==> src/hkr_pkg.sv <==
// Package for the I2C housekeeping responder: item and result types,
// bus event codes, command codes and reply bytes. No dependencies.
package hkr_pkg;

  localparam int HK_COUNT = 6;
  localparam int IDX_W = 3;

  localparam logic [2:0] EV_ADDR_WRITE = 3'd0;
  localparam logic [2:0] EV_DATA_RX    = 3'd1;
  localparam logic [2:0] EV_ADDR_READ  = 3'd2;
  localparam logic [2:0] EV_DATA_SENT  = 3'd3;

  localparam logic [7:0] CMD_START   = 8'h02;
  localparam logic [7:0] CMD_READ_ID = 8'h10;
  localparam logic [7:0] REPLY_ID    = 8'h0F;
  localparam logic [7:0] REPLY_START = 8'h03;
  localparam logic [7:0] END_MARKER  = 8'h05;

  localparam logic [7:0] PORT_BURNER  = 8'h10;
  localparam logic [7:0] PORT_COLLECT = 8'h80;

  localparam logic [1:0] PHASE_CLEAR = 2'd2;

  typedef struct packed {
    logic       operation;
    logic [2:0] bus_event;
    logic [7:0] rx_byte;
    logic [7:0] port_a_pins;
    logic [7:0] adc_sample_0;
    logic [7:0] adc_sample_1;
    logic [7:0] adc_sample_5;
    logic [7:0] adc_sample_6;
    logic [7:0] adc_sample_7;
  } item_t;

  typedef struct packed {
    logic       tx_valid;
    logic [7:0] tx_byte;
    logic       release_bus;
    logic [7:0] port_b_out;
  } result_t;

endpackage

==> src/i2c_housekeeping_responder.sv <==
// Top level of the I2C housekeeping responder.
// Depends on hkr_pkg, hkr_in_stage, hkr_core and hkr_out_stage.
//
// Each input transaction is either a bus event from the I2C slave
// interface or a periodic timer tick, and yields exactly one result
// transaction: an optional byte to transmit, a bus release flag and the
// current output port value.
// Both channels use valid and ready. An accepted item sits in the input
// register; once the result register is free it passes through the command
// logic into the result register, where the result is presented until the
// receiver takes it.
// One item per cycle is sustained while the receiver is ready, with the
// single command and tick update made as each item leaves the input register.
// When the receiver stalls, the result register holds its transaction
// and the input register takes one more item; ready falls only when both
// are full. Reset empties both registers and clears the stored command, the
// stream index, the tick sequencer and the port. The housekeeping bytes hold
// no value until the first collecting tick.
module i2c_housekeeping_responder (
  input  logic       clk,
  input  logic       rst_n,
  input  logic       in_valid,
  output logic       in_ready,
  input  logic       in_operation,
  input  logic [2:0] in_bus_event,
  input  logic [7:0] in_rx_byte,
  input  logic [7:0] in_port_a_pins,
  input  logic [7:0] in_adc_sample_0,
  input  logic [7:0] in_adc_sample_1,
  input  logic [7:0] in_adc_sample_5,
  input  logic [7:0] in_adc_sample_6,
  input  logic [7:0] in_adc_sample_7,
  output logic       out_valid,
  input  logic       out_ready,
  output logic       out_tx_valid,
  output logic [7:0] out_tx_byte,
  output logic       out_release_bus,
  output logic [7:0] out_port_b_out
);

  hkr_pkg::item_t   in_item;
  hkr_pkg::item_t   item;
  hkr_pkg::result_t result;
  hkr_pkg::result_t out_result;
  logic             item_valid;
  logic             free;
  logic             fire;

  assign in_item.operation    = in_operation;
  assign in_item.bus_event    = in_bus_event;
  assign in_item.rx_byte      = in_rx_byte;
  assign in_item.port_a_pins  = in_port_a_pins;
  assign in_item.adc_sample_0 = in_adc_sample_0;
  assign in_item.adc_sample_1 = in_adc_sample_1;
  assign in_item.adc_sample_5 = in_adc_sample_5;
  assign in_item.adc_sample_6 = in_adc_sample_6;
  assign in_item.adc_sample_7 = in_adc_sample_7;

  assign fire = item_valid && free;

  hkr_in_stage u_in (
    .clk        (clk),
    .rst_n      (rst_n),
    .in_valid   (in_valid),
    .in_ready   (in_ready),
    .in_item    (in_item),
    .advance    (fire),
    .item_valid (item_valid),
    .item       (item)
  );

  hkr_core u_core (
    .clk    (clk),
    .rst_n  (rst_n),
    .fire   (fire),
    .item   (item),
    .result (result)
  );

  hkr_out_stage u_out (
    .clk        (clk),
    .rst_n      (rst_n),
    .load       (fire),
    .result     (result),
    .free       (free),
    .out_valid  (out_valid),
    .out_ready  (out_ready),
    .out_result (out_result)
  );

  assign out_tx_valid    = out_result.tx_valid;
  assign out_tx_byte     = out_result.tx_byte;
  assign out_release_bus = out_result.release_bus;
  assign out_port_b_out  = out_result.port_b_out;

endmodule

==> src/hkr_in_stage.sv <==
// Input register of the housekeeping responder: holds one accepted item
// until the core can take it. Depends on hkr_pkg.
module hkr_in_stage (
  input  logic          clk,
  input  logic          rst_n,
  input  logic          in_valid,
  output logic          in_ready,
  input  hkr_pkg::item_t in_item,
  input  logic          advance,
  output logic          item_valid,
  output hkr_pkg::item_t item
);

  logic           valid_r;
  logic           valid_nxt;
  hkr_pkg::item_t item_r;

  assign in_ready   = !valid_r || advance;
  assign item_valid = valid_r;
  assign item       = item_r;

  always_comb begin
    valid_nxt = valid_r;
    if (in_valid && in_ready) begin
      valid_nxt = 1'b1;
    end else if (advance) begin
      valid_nxt = 1'b0;
    end
  end

  always_ff @(posedge clk) begin
    if (!rst_n) begin
      valid_r <= 1'b0;
    end else begin
      valid_r <= valid_nxt;
    end
  end

  always_ff @(posedge clk) begin
    if (in_valid && in_ready) begin
      item_r <= in_item;
    end
  end

endmodule

==> src/hkr_core.sv <==
// Command and tick handling of the housekeeping responder: holds the
// command, stream index, housekeeping bytes, tick phase and port value.
// Depends on hkr_pkg.
module hkr_core (
  input  logic             clk,
  input  logic             rst_n,
  input  logic             fire,
  input  hkr_pkg::item_t   item,
  output hkr_pkg::result_t result
);

  logic [7:0]                 cmd_r, cmd_nxt;
  logic [hkr_pkg::IDX_W-1:0]  idx_r, idx_nxt;
  logic [1:0]                 phase_r, phase_nxt;
  logic                       ticking_r, ticking_nxt;
  logic [7:0]                 port_r, port_nxt;
  logic [7:0]                 hk_r [hkr_pkg::HK_COUNT];
  logic                       collect;

  always_comb begin
    cmd_nxt     = cmd_r;
    idx_nxt     = idx_r;
    phase_nxt   = phase_r;
    ticking_nxt = ticking_r;
    port_nxt    = port_r;
    collect     = 1'b0;
    result      = '0;
    if (item.operation) begin
      if (ticking_r) begin
        if (phase_r < hkr_pkg::PHASE_CLEAR) begin
          collect   = 1'b1;
          port_nxt  = port_r | hkr_pkg::PORT_COLLECT;
          phase_nxt = phase_r + 2'd1;
        end else begin
          port_nxt  = '0;
          phase_nxt = '0;
        end
      end
    end else begin
      case (item.bus_event)
        hkr_pkg::EV_DATA_RX: begin
          cmd_nxt = item.rx_byte;
          if (item.rx_byte == hkr_pkg::CMD_START) begin
            port_nxt    = port_r | hkr_pkg::PORT_BURNER;
            ticking_nxt = 1'b1;
          end
          result.release_bus = 1'b1;
        end
        hkr_pkg::EV_ADDR_READ: begin
          if (cmd_r == hkr_pkg::CMD_READ_ID) begin
            result.tx_valid    = 1'b1;
            result.tx_byte     = hkr_pkg::REPLY_ID;
            result.release_bus = 1'b1;
          end else if (cmd_r == hkr_pkg::CMD_START) begin
            result.tx_valid    = 1'b1;
            result.tx_byte     = hkr_pkg::REPLY_START;
            result.release_bus = 1'b1;
          end
        end
        hkr_pkg::EV_DATA_SENT: begin
          result.tx_valid    = 1'b1;
          result.release_bus = 1'b1;
          if (idx_r < hkr_pkg::IDX_W'(hkr_pkg::HK_COUNT)) begin
            result.tx_byte = hk_r[idx_r];
            idx_nxt        = idx_r + 1'b1;
          end else begin
            result.tx_byte = hkr_pkg::END_MARKER;
            idx_nxt        = '0;
            port_nxt       = hkr_pkg::PORT_BURNER;
          end
        end
        default: begin
          result.release_bus = 1'b1;
        end
      endcase
    end
    result.port_b_out = port_nxt;
  end

  always_ff @(posedge clk) begin
    if (!rst_n) begin
      cmd_r     <= '0;
      idx_r     <= '0;
      phase_r   <= '0;
      ticking_r <= 1'b0;
      port_r    <= '0;
    end else if (fire) begin
      cmd_r     <= cmd_nxt;
      idx_r     <= idx_nxt;
      phase_r   <= phase_nxt;
      ticking_r <= ticking_nxt;
      port_r    <= port_nxt;
    end
  end

  always_ff @(posedge clk) begin
    if (fire && collect) begin
      hk_r[0] <= {1'b0, item.port_a_pins[7], 1'b0, item.port_a_pins[6],
                  1'b0, item.port_a_pins[5], 1'b0, item.port_a_pins[3]};
      hk_r[1] <= item.adc_sample_0;
      hk_r[2] <= item.adc_sample_1;
      hk_r[3] <= item.adc_sample_5;
      hk_r[4] <= item.adc_sample_6;
      hk_r[5] <= item.adc_sample_7;
    end
  end

  a_idx_range: assert property (@(posedge clk) disable iff (!rst_n)
    idx_r <= hkr_pkg::IDX_W'(hkr_pkg::HK_COUNT))
    else $error("stream index beyond the end marker");

  a_phase_range: assert property (@(posedge clk) disable iff (!rst_n)
    phase_r <= hkr_pkg::PHASE_CLEAR)
    else $error("tick phase left the three-phase cycle");

  a_clear_tick: assert property (@(posedge clk) disable iff (!rst_n)
    fire && item.operation && ticking_r && phase_r == hkr_pkg::PHASE_CLEAR
    |=> port_r == '0 && phase_r == '0)
    else $error("clearing tick did not clear the port");

  a_start_cmd: assert property (@(posedge clk) disable iff (!rst_n)
    fire && !item.operation && item.bus_event == hkr_pkg::EV_DATA_RX &&
    item.rx_byte == hkr_pkg::CMD_START |=> ticking_r && port_r[4])
    else $error("start command did not start the sequencer");

endmodule

==> src/hkr_out_stage.sv <==
// Result register of the housekeeping responder: holds one result until
// the receiver takes it. Depends on hkr_pkg.
module hkr_out_stage (
  input  logic             clk,
  input  logic             rst_n,
  input  logic             load,
  input  hkr_pkg::result_t result,
  output logic             free,
  output logic             out_valid,
  input  logic             out_ready,
  output hkr_pkg::result_t out_result
);

  logic             valid_r;
  logic             valid_nxt;
  hkr_pkg::result_t result_r;

  assign free       = !valid_r || out_ready;
  assign out_valid  = valid_r;
  assign out_result = result_r;

  always_comb begin
    valid_nxt = valid_r;
    if (load) begin
      valid_nxt = 1'b1;
    end else if (out_ready) begin
      valid_nxt = 1'b0;
    end
  end

  always_ff @(posedge clk) begin
    if (!rst_n) begin
      valid_r <= 1'b0;
    end else begin
      valid_r <= valid_nxt;
    end
  end

  always_ff @(posedge clk) begin
    if (load) begin
      result_r <= result;
    end
  end

endmodule

==> config.mk <==
export PLATFORM = sky130hd
export DESIGN_NAME = i2c_housekeeping_responder
export DESIGN_NICKNAME = d
export VERILOG_FILES = /design/src/hkr_pkg.sv /design/src/i2c_housekeeping_responder.sv /design/src/hkr_in_stage.sv /design/src/hkr_core.sv /design/src/hkr_out_stage.sv
export SDC_FILE = /design/constraint.sdc
export NUM_CORES = 1
export LEC_CHECK = 0
export BUFFER_PORTS_ARGS = -buffer_cell sky130_fd_sc_hd__buf_2
export CORE_ASPECT_RATIO = 1.2
export CORE_MARGIN = 8
export CORE_UTILIZATION = 45
export CTS_CLUSTER_DIAMETER = 120
export CTS_CLUSTER_SIZE = 20
export DETAILED_ROUTE_END_ITERATION = 7
export PLACE_DENSITY_LB_ADDON = 0.3
export SLEW_MARGIN = 5
export SYNTH_ARGS = -nofsm -noshare
export SYNTH_HDL_FRONTEND = slang
export SYNTH_SLANG_ARGS = --single-unit
==> constraint.sdc <==
create_clock -name clk -period 4.6 [get_ports clk]
set_clock_uncertainty 0.05 [all_clocks]
set_input_delay 1.15 -clock clk [delete_from_list [all_inputs] [get_ports clk]]
set_output_delay 1.15 -clock clk [all_outputs]
set_load 0.005 [all_outputs]
; ---- Word level (Yosys, flattened, before mapping)
; Memories as Yosys holds them, arrays and structs flattened. A register that Yosys moved wholly into a read port is not among the register bits.
; Cells that the tools add are included.
[word_totals]
register_bits = 102
mem_bits_ro = 0
out_inout_bits = 20
inputBits = 64
wordCells = 69
mem_bits_rw = 48
latchBits = 0
memories = 1
[memory_table]
columns = memory, words, word_bits, rd, rd_clocked_by_memory_dff, write_ports, line_no
row1 = u_core.hk_r, 6, 8, 1, 1, 6, hkr_core.sv:17  ; logic [7:0] hk_r [hkr_pkg::HK_COUNT];
[classes]
multipliers = 0
n_addsub = 2
eq_ne = 6
shifts = 0
muxes = 24
order_cmp = 2
bitwise = 1
div = 0
reduce_logical = 13
[ops]
columns = op, n
row1 = $mux W8, 5
row2 = $mux W10, 2
row3 = $pmux W9 S2, 1
row4 = $eq A8 B2 Y1 const B, 2
row5 = $pmux W8 S2, 1
row6 = $mux W1, 10
row7 = $mux W3, 3
row8 = $reduce_and A3 Y1, 3
row9 = $eq A8 B5 Y1 const B, 1
row10 = $eq A3 B2 Y1 const B, 2
row11 = $mux W5, 1
row12 = $reduce_and A4 Y1, 1
row13 = $reduce_bool A2 Y1, 2
row14 = $add A3 B1 Y3 const B, 1
row15 = $eq A3 B1 Y1 const B, 1
row16 = $logic_and A1 B1 Y1, 3
row17 = $lt A3 B3 Y1 const B, 1
row18 = $add A2 B1 Y2 const B, 1
row19 = $logic_not A1 Y1, 2
row20 = $logic_or A1 B1 Y1, 2
row21 = $lt A2 B2 Y1 const B, 1
row22 = $mux W2, 1
row23 = $not A1 Y1, 1

; ---- Depth between registers and ports, before layout
; Gate-level depths: netlist (run 1).
[depth]
depth_word = 7
depth_mapped = 5
mapped_depth_nobuf = 5

; ---- By module
; A second synthesis (run 1) with hierarchy kept.
[hier_totals]
hier_cells = 306
hier_area_um2 = 5316.3
[by_module_without_submodules]
columns = mod, area_each_um2, cells_per_inst, seq_area_each_um2, n_inst
row1 = hkr_core, 2861.5, 218, 1821.7, 1
row2 = hkr_in_stage, 1859.3, 65, 1821.7, 1
row3 = hkr_out_stage, 589.3, 22, 560.5, 1
row4 = i2c_housekeeping_responder, 6.3, 1, 0.0, 1

; ---- Worst setup path before layout (run 1)
; No wires, ideal clock.
[synth_timing]
kind = input port to flip-flop
start = in out_ready
end = mem u_core.hk_r[0][0], enable pin
n_path_buf = 0
setup_ns = 0.475
path_slack_ns = 0.352
path_stages = 2
arrival_time_ns = 3.724
required_ns = 4.075
cell_sequence = nor2b_1 -> nor4_2
[synth_lines]
columns = item, line_no
row1 = from (decl), i2c_housekeeping_responder.sv:34  ; input logic out_ready,
row2 = to (decl), hkr_core.sv:17

; ---- Worst setup path after layout (run 1)
[layout_timing]
start = in out_ready
end = out in_ready
[layout_via]
elab_chain_cells = 3
[layout_rtl]
columns = item, line_no
row1 = $logic_or A1 B1 Y1, hkr_out_stage.sv:18  ; assign free = !valid_r || out_ready;
row2 = $logic_and A1 B1 Y1, i2c_housekeeping_responder.sv:59  ; assign fire = item_valid && free;
row3 = $logic_or A1 B1 Y1, hkr_in_stage.sv:18  ; assign in_ready = !valid_r || advance;
row4 = to (decl), i2c_housekeeping_responder.sv:23  ; output logic in_ready,
; No other way between the ends.

==> results.cfg, run 1 <==
[die]
rows = 42
die_y_um = 133
dieArea_um2 = 15100
core_um2 = 11100
initial_utilization_pct = 46.3
io_pins = 84
die_x_um = 113

[drt]
dr_total_vias = 2612
drt_iter0_drc = 117
first_pass_iters = 5
drc_errors = 0
routedWlPerCell_um = 15.1
drt-total-wl_um = 8310
via_per_inst = 4.73
drt.antenna.violating_nets = 0

[cts]
clkSlewWorstSetupHoldPaths_ns = 0.06
root_buffer = clkbuf_16
cts_setup_buffers = 0
cts_tree = yes
cts_hold_buf = 0
cts.sinks = 145
cts-htree-levels = 4
cts_buffer_depth = 2
cts_buffers = 17
cts-resized-gates = 0
insertion_delay_ns = 0.41

[setup_path]
path_class = in2out
r2r-start = u_in.item[59]
end_kind = output pin
cp-startpoint = out_ready
reg2reg_slack_ns = 2.48
worstPathMaxFanout = 6
worstPathRequired_ns = 3.40
r2r_end = u_core.hk_r[3][4]
cp-start-kind = input port
ff2ff_path_depth = 3
arrival_ns = 2.01

[grt]
grt-ovfl-total = 0
grt_pass1_vias = 2851
busiest_layer = met2
grt_usage_pct = 11.8
antenna_found_initial = 0
grt.met3_usage_pct = 3.96
use_met2_pct = 18.8
grt_pass1_wl_um = 13700
use_met1_pct = 13.5
grt_max_degree = 57

[synthesis]
syn-num-nets = 355
synth-main-ff-cell = edfxtp_1
netlist_instances = 290
synth-seq-area-share_pct = 79.6
yosys_warnings = 0
synth_area_leaders = edfxtp_1, dfxtp_1, mux2i_1
yosysUniqueCellTypes = 45
synth_seq_cells = 145
yosys.area.top_type = edfxtp_1
synth.avg_cell_area_um2 = 17.7
syn-cell-area_um2 = 5130
synth.top_cell.area_share_pct = 69.0
synthArstFlopShare_pct = 0
synth_edf_count = 118

[sta]
setup_tns_ns = 0
fin_crit_sh_pct = 69.9
hold_viol_final = 0
setup_viol = 0
tightest_slew_ns = 0.781
relSlewSlack_pct = 47.9
period_minus_slack_ns = 3.21
drv_slew = 0
rsz0062_at_grt = false
fmax_mhz = 311

[hold_path]
worstHoldPathType = reg2reg
worstHoldEndpoint = u_core.hk_r[1][2]
holdCritStartpoint = u_in.item[34]
hold_depth = 0

[placed_design]
gp_congestion = 0.708
hpwlAfterDp_um = 5620
io_buffers = 79

[power]
cellLeakagePower_nw = 2.32
powerDensity_nw_per_um2 = 474
vdd_drop_max_v = 0.000240

[finish]
final_nets = 450
multi_input_comb_area_um2 = 996
drive_gt1_share_pct = 31.2
utilization_pct = 57.3
antenna_cells = 0
fill_cells = 891
ff_latch_area_um2 = 4080
syn_to_final_growth_pct = 23.7

[run]
cap_violations = 0

[run_status]
status = complete, no violations
[cell families (layout without fill, tap and decap cells)]
group                      after synthesis  count (layout)  share of synthesized area [%]
DFF                                    145             145                           79.6
adders and majority gates                1               1                          0.244
buffers and inverters                   12             120                           1.22
xor gates and xnor gates                 2               2                          0.341
AOI/OAI and AO/OA                       34              34                           4.58
and+or+nand+nor                         71              71                           8.07
muxes                                   25              25                           5.97
[cell type report]
type                       count  share of cell area (%)
multi-input combinational    133                    15.7
tap                          154                    3.03
inverter                       7                   0.414
clock buffer                  18                    6.76
sequential                   145                    64.3
clock inverter                14                    3.35
timing repair buffer          81                    6.46
[state kept, by name, indices dropped and copies added (netlist names), named ones only]
name and count:
u_in.item 56, u_core.port_r 8, u_in.item_valid 1, u_core.cmd_r 8
u_core.idx_r 3, u_out.out_result 18, u_out.out_valid 1, u_core.phase_r 2
u_core.hk_r 44, u_core.ticking_r 1
[through the flow]
step / instance area, µm² / setup slack [ns] / power (mW) / hold slack [ns] / instances
floorplan: 5130 / 0.352 / 1.53 / 0.350 / 290
global placement: 5710 / 1.41 / 1.57 / 0.355 / 520
detailed placement: 5710 / 1.39 / 1.58 / 0.355 / 520
CTS: 6350 / 1.36 / 3.05 / 0.368 / 552
global route: 6350 / 1.26 / 3.10 / 0.371 / 552
finish: 6350 / 1.39 / 3.01 / 0.366 / 552
[layout by cell type, fill, tap and decap left out, types with 2 or more instances in the layout]
cell type	Yosys	routed
nand4_1	2	2
o21ai_0	4	4
clkinv_1	0	2
buf_2	2	79
dfxtp_1	27	27
nor4_2	3	2
buf_4	0	2
clkinv_4	0	3
nor4_1	2	2
mux4_2	3	3
mux2i_1	19	19
a21o_1	2	2
nor2b_1	3	3
a21oi_1	9	9
a31oi_1	2	2
edfxtp_1	118	118
and2_1	15	14
nand2_1	13	13
nand2b_1	4	4
inv_1	7	7
nor2_1	18	18
a2111oi_0	4	4
o21a_1	2	2
bufinv_16	0	5
clkbuf_16	0	17
clkinvlp_4	0	2
a311oi_1	2	2
a211oi_1	2	2
nand3_1	3	3
mux2_2	2	2
[metal layers]
metal	part of all wire (%)	routed length, µm
met1	44	3630
met2	49	4100
met3	4.9	406
met4	2.1	172
met5	0	0
[critical path: stages]
cell	delay, ns
buf_2	0.10
nor2b_1	0.48
nand2_1	0.13
buf_2	0.15
[synthesized netlist by cell type (2+ instances only)]
master,number
a2111oi_0,4
edfxtp_1,118
mux4_2,3
nand4_1,2
dfxtp_1,27
a311oi_1,2
nand2b_1,4
nor2_1,18
buf_6,2
mux2_2,2
nor4_1,2
nor4_2,3
o21a_1,2
nand3_1,3
nand2_1,13
inv_1,7
a31oi_1,2
nor2b_1,3
a21o_1,2
a211oi_1,2
o21ai_0,4
and2_1,15
a21oi_1,9
mux2i_1,19
buf_2,2
[worst max-delay path by stage]
| stage | slack (ns) | end | cells past startpoint |
|---|---|---|---|
| 2_1_floorplan | 0.35 | u_core.hk_r[0][0] | 2 |
| 3_3_place_gp | 1.41 | in_ready | 4 |
| 3_5_place_dp | 1.39 | in_ready | 4 |
| 4_1_cts | 1.36 | in_ready | 4 |
| 5_1_grt | 1.26 | in_ready | 4 |
| 6_report | 1.39 | in_ready | 4 |
[report_power, final]
group          leakage (nW)  switching (mW)  internal, mW
Combinational         0.687          0.0363        0.0313
Clock                 0.306           0.506         0.961
Sequential             1.33          0.0156          1.46
Total                  2.32           0.558          2.45
No activity file was read; power rests on OpenSTA's default activity.
==> inputs of run 2 (changes only) <==
==> constraint.sdc (replaced) <==
create_clock -name clk -period 2.7 [get_ports clk]
set_clock_uncertainty 0.05 [all_clocks]
set_input_delay 0.675 -clock clk [delete_from_list [all_inputs] [get_ports clk]]
set_output_delay 0.675 -clock clk [all_outputs]
set_load 0.005 [all_outputs]
==> run 2 against run 1 <==
Net effect:
- worst hold slack got worse by 0.00053 ns
- largest power group unchanged
- die area did not move
- critical endpoint unchanged
- critical path depth decreased by 1
- power increased by 61%
- sequential cell count unchanged
==> results.cfg, run 2 (same netlist as run 1, synthesis figures left out) <==
[die]
rows = 42
initial_utilization_pct = 46.3
core_um2 = 11100
die_y_um = 133
io_pins = 84
die_x_um = 113
dieArea_um2 = 15100

[grt]
use_met2_pct = 19.4
grt_usage_pct = 11.9
grt.met3_usage_pct = 4.42
use_met1_pct = 13.0
grt-ovfl-total = 0
antenna_found_initial = 0
grt_pass1_vias = 2874
grt_max_degree = 57
grt_pass1_wl_um = 13800
busiest_layer = met2

[sta]
relSlewSlack_pct = 52.6
tightest_slew_ns = 0.711
fmax_mhz = 475
setup_ws_ns = 0.596
hold_ws_ns = 0.366
rsz0062_at_grt = false
period_minus_slack_ns = 2.10
fin_crit_sh_pct = 77.9
hold_viol_final = 0
setup_viol = 0
drv_slew = 0
setup_tns_ns = 0

[setup_path]
cp_cell_sequence = nor2b_2 -> nand2_1 -> buf_2
crit_slowest_cell = nor2b_2
arrival_ns = 1.38
end_kind = output pin
slowest_delay_ns = 0.36
path_class = reg2out
critPathTopFamily = simple AND/OR/NAND/NOR gates
worstPathRequired_ns = 1.98
r2r-start = u_in.item[59]
worstPathMaxFanout = 6
path_buf_inv = 1
cp-start-kind = flip-flop
cp-startpoint = u_out.out_valid

[finish]
syn_to_final_growth_pct = 23.0
stdcell_area_um2 = 6310
final_nets = 453
layout_common_cells = edfxtp_1, buf_2, dfxtp_1, mux2i_1, nor2_1
antenna_cells = 0
drive_gt1_share_pct = 31.7
largest_reg_flops = 56
final_common_cell = edfxtp_1
fill_cells = 882

[placed_design]
io_buffers = 79
hpwlAfterDp_um = 5820
gp_congestion = 0.702
pre_cts_ws_ns = 0.531
dpl-instance-area_um2 = 5740

[cts]
root_buffer = clkbuf_16
cts_buffers = 17
clkSlewWorstSetupHoldPaths_ns = 0.06
cts-resized-gates = 0
cts_setup_buffers = 0
cts_tree = yes
cts-htree-levels = 4
cts.sinks = 145
cts_hold_buf = 0
cts_buffer_depth = 2
insertion_delay_ns = 0.41

[run]
cap_violations = 0

[hold_path]
worstHoldPathType = reg2reg
holdCritStartpoint = u_in.item[3]

[drt]
via_per_inst = 4.72
routedWlPerCell_um = 15.0
drt_iter0_drc = 114
first_pass_iters = 4
drc_errors = 0
drt.antenna.violating_nets = 0
drt-total-wl_um = 8300
dr_total_vias = 2618

[power]
totalPowerFinal_mw = 4.85
powerDensity_nw_per_um2 = 769
cellLeakagePower_nw = 2.31
vdd_drop_max_v = 0.000428

[run_status]
status = complete, no violations
[run 2: final cells by class]
class	instances	area, µm²	area share (%)
Inverter	7	26.3	0.416
Sequential cell	145	4080	64.7
Tap cell	154	193	3.05
Timing Repair Buffer	84	433	6.86
Clock inverter	13	138	2.18
Multi-Input combinational cell	133	1010	15.9
Clock buffer	19	433	6.86
[run 2: per-stage QoR]
step                util [%]  std cells
finish                  56.9        555
global route            56.9        555
CTS                     56.9        555
detailed placement      51.8        523
global placement        51.8        523
floorplan                  -        290
[run 2: power by group]
part           leakage [nW]  total, mW  internal [mW]  switching [mW]
Clock                 0.267       2.22           1.36           0.858
Combinational         0.713      0.118         0.0550          0.0631
Sequential             1.33       2.52           2.49          0.0265
Total                  2.31       4.85           3.90           0.948
[run 2: metal layers]
layer	routed length [µm]	part of all wire, %
met2	4250	51
met5	0	0
met4	202	2.4
met3	468	5.6
met1	3380	41
[run 2: path summary, 6_finish.rpt]
kind	to	slack, ns	depth (start not counted)
setup / recovery	in_ready	0.60	3
hold reg to reg	u_core.hk_r[5][3]	0.37	0
setup reg to reg	u_core.hk_r[1][1]	0.64	3
hold / removal	u_core.hk_r[5][3]	0.37	0
[run 2: worst reg2reg max path, stage by stage, from the launching register on]
cell,delay [ns]
edfxtp_1,0.70
nand2_4,0.12
nor4_4,0.29
buf_4,0.50
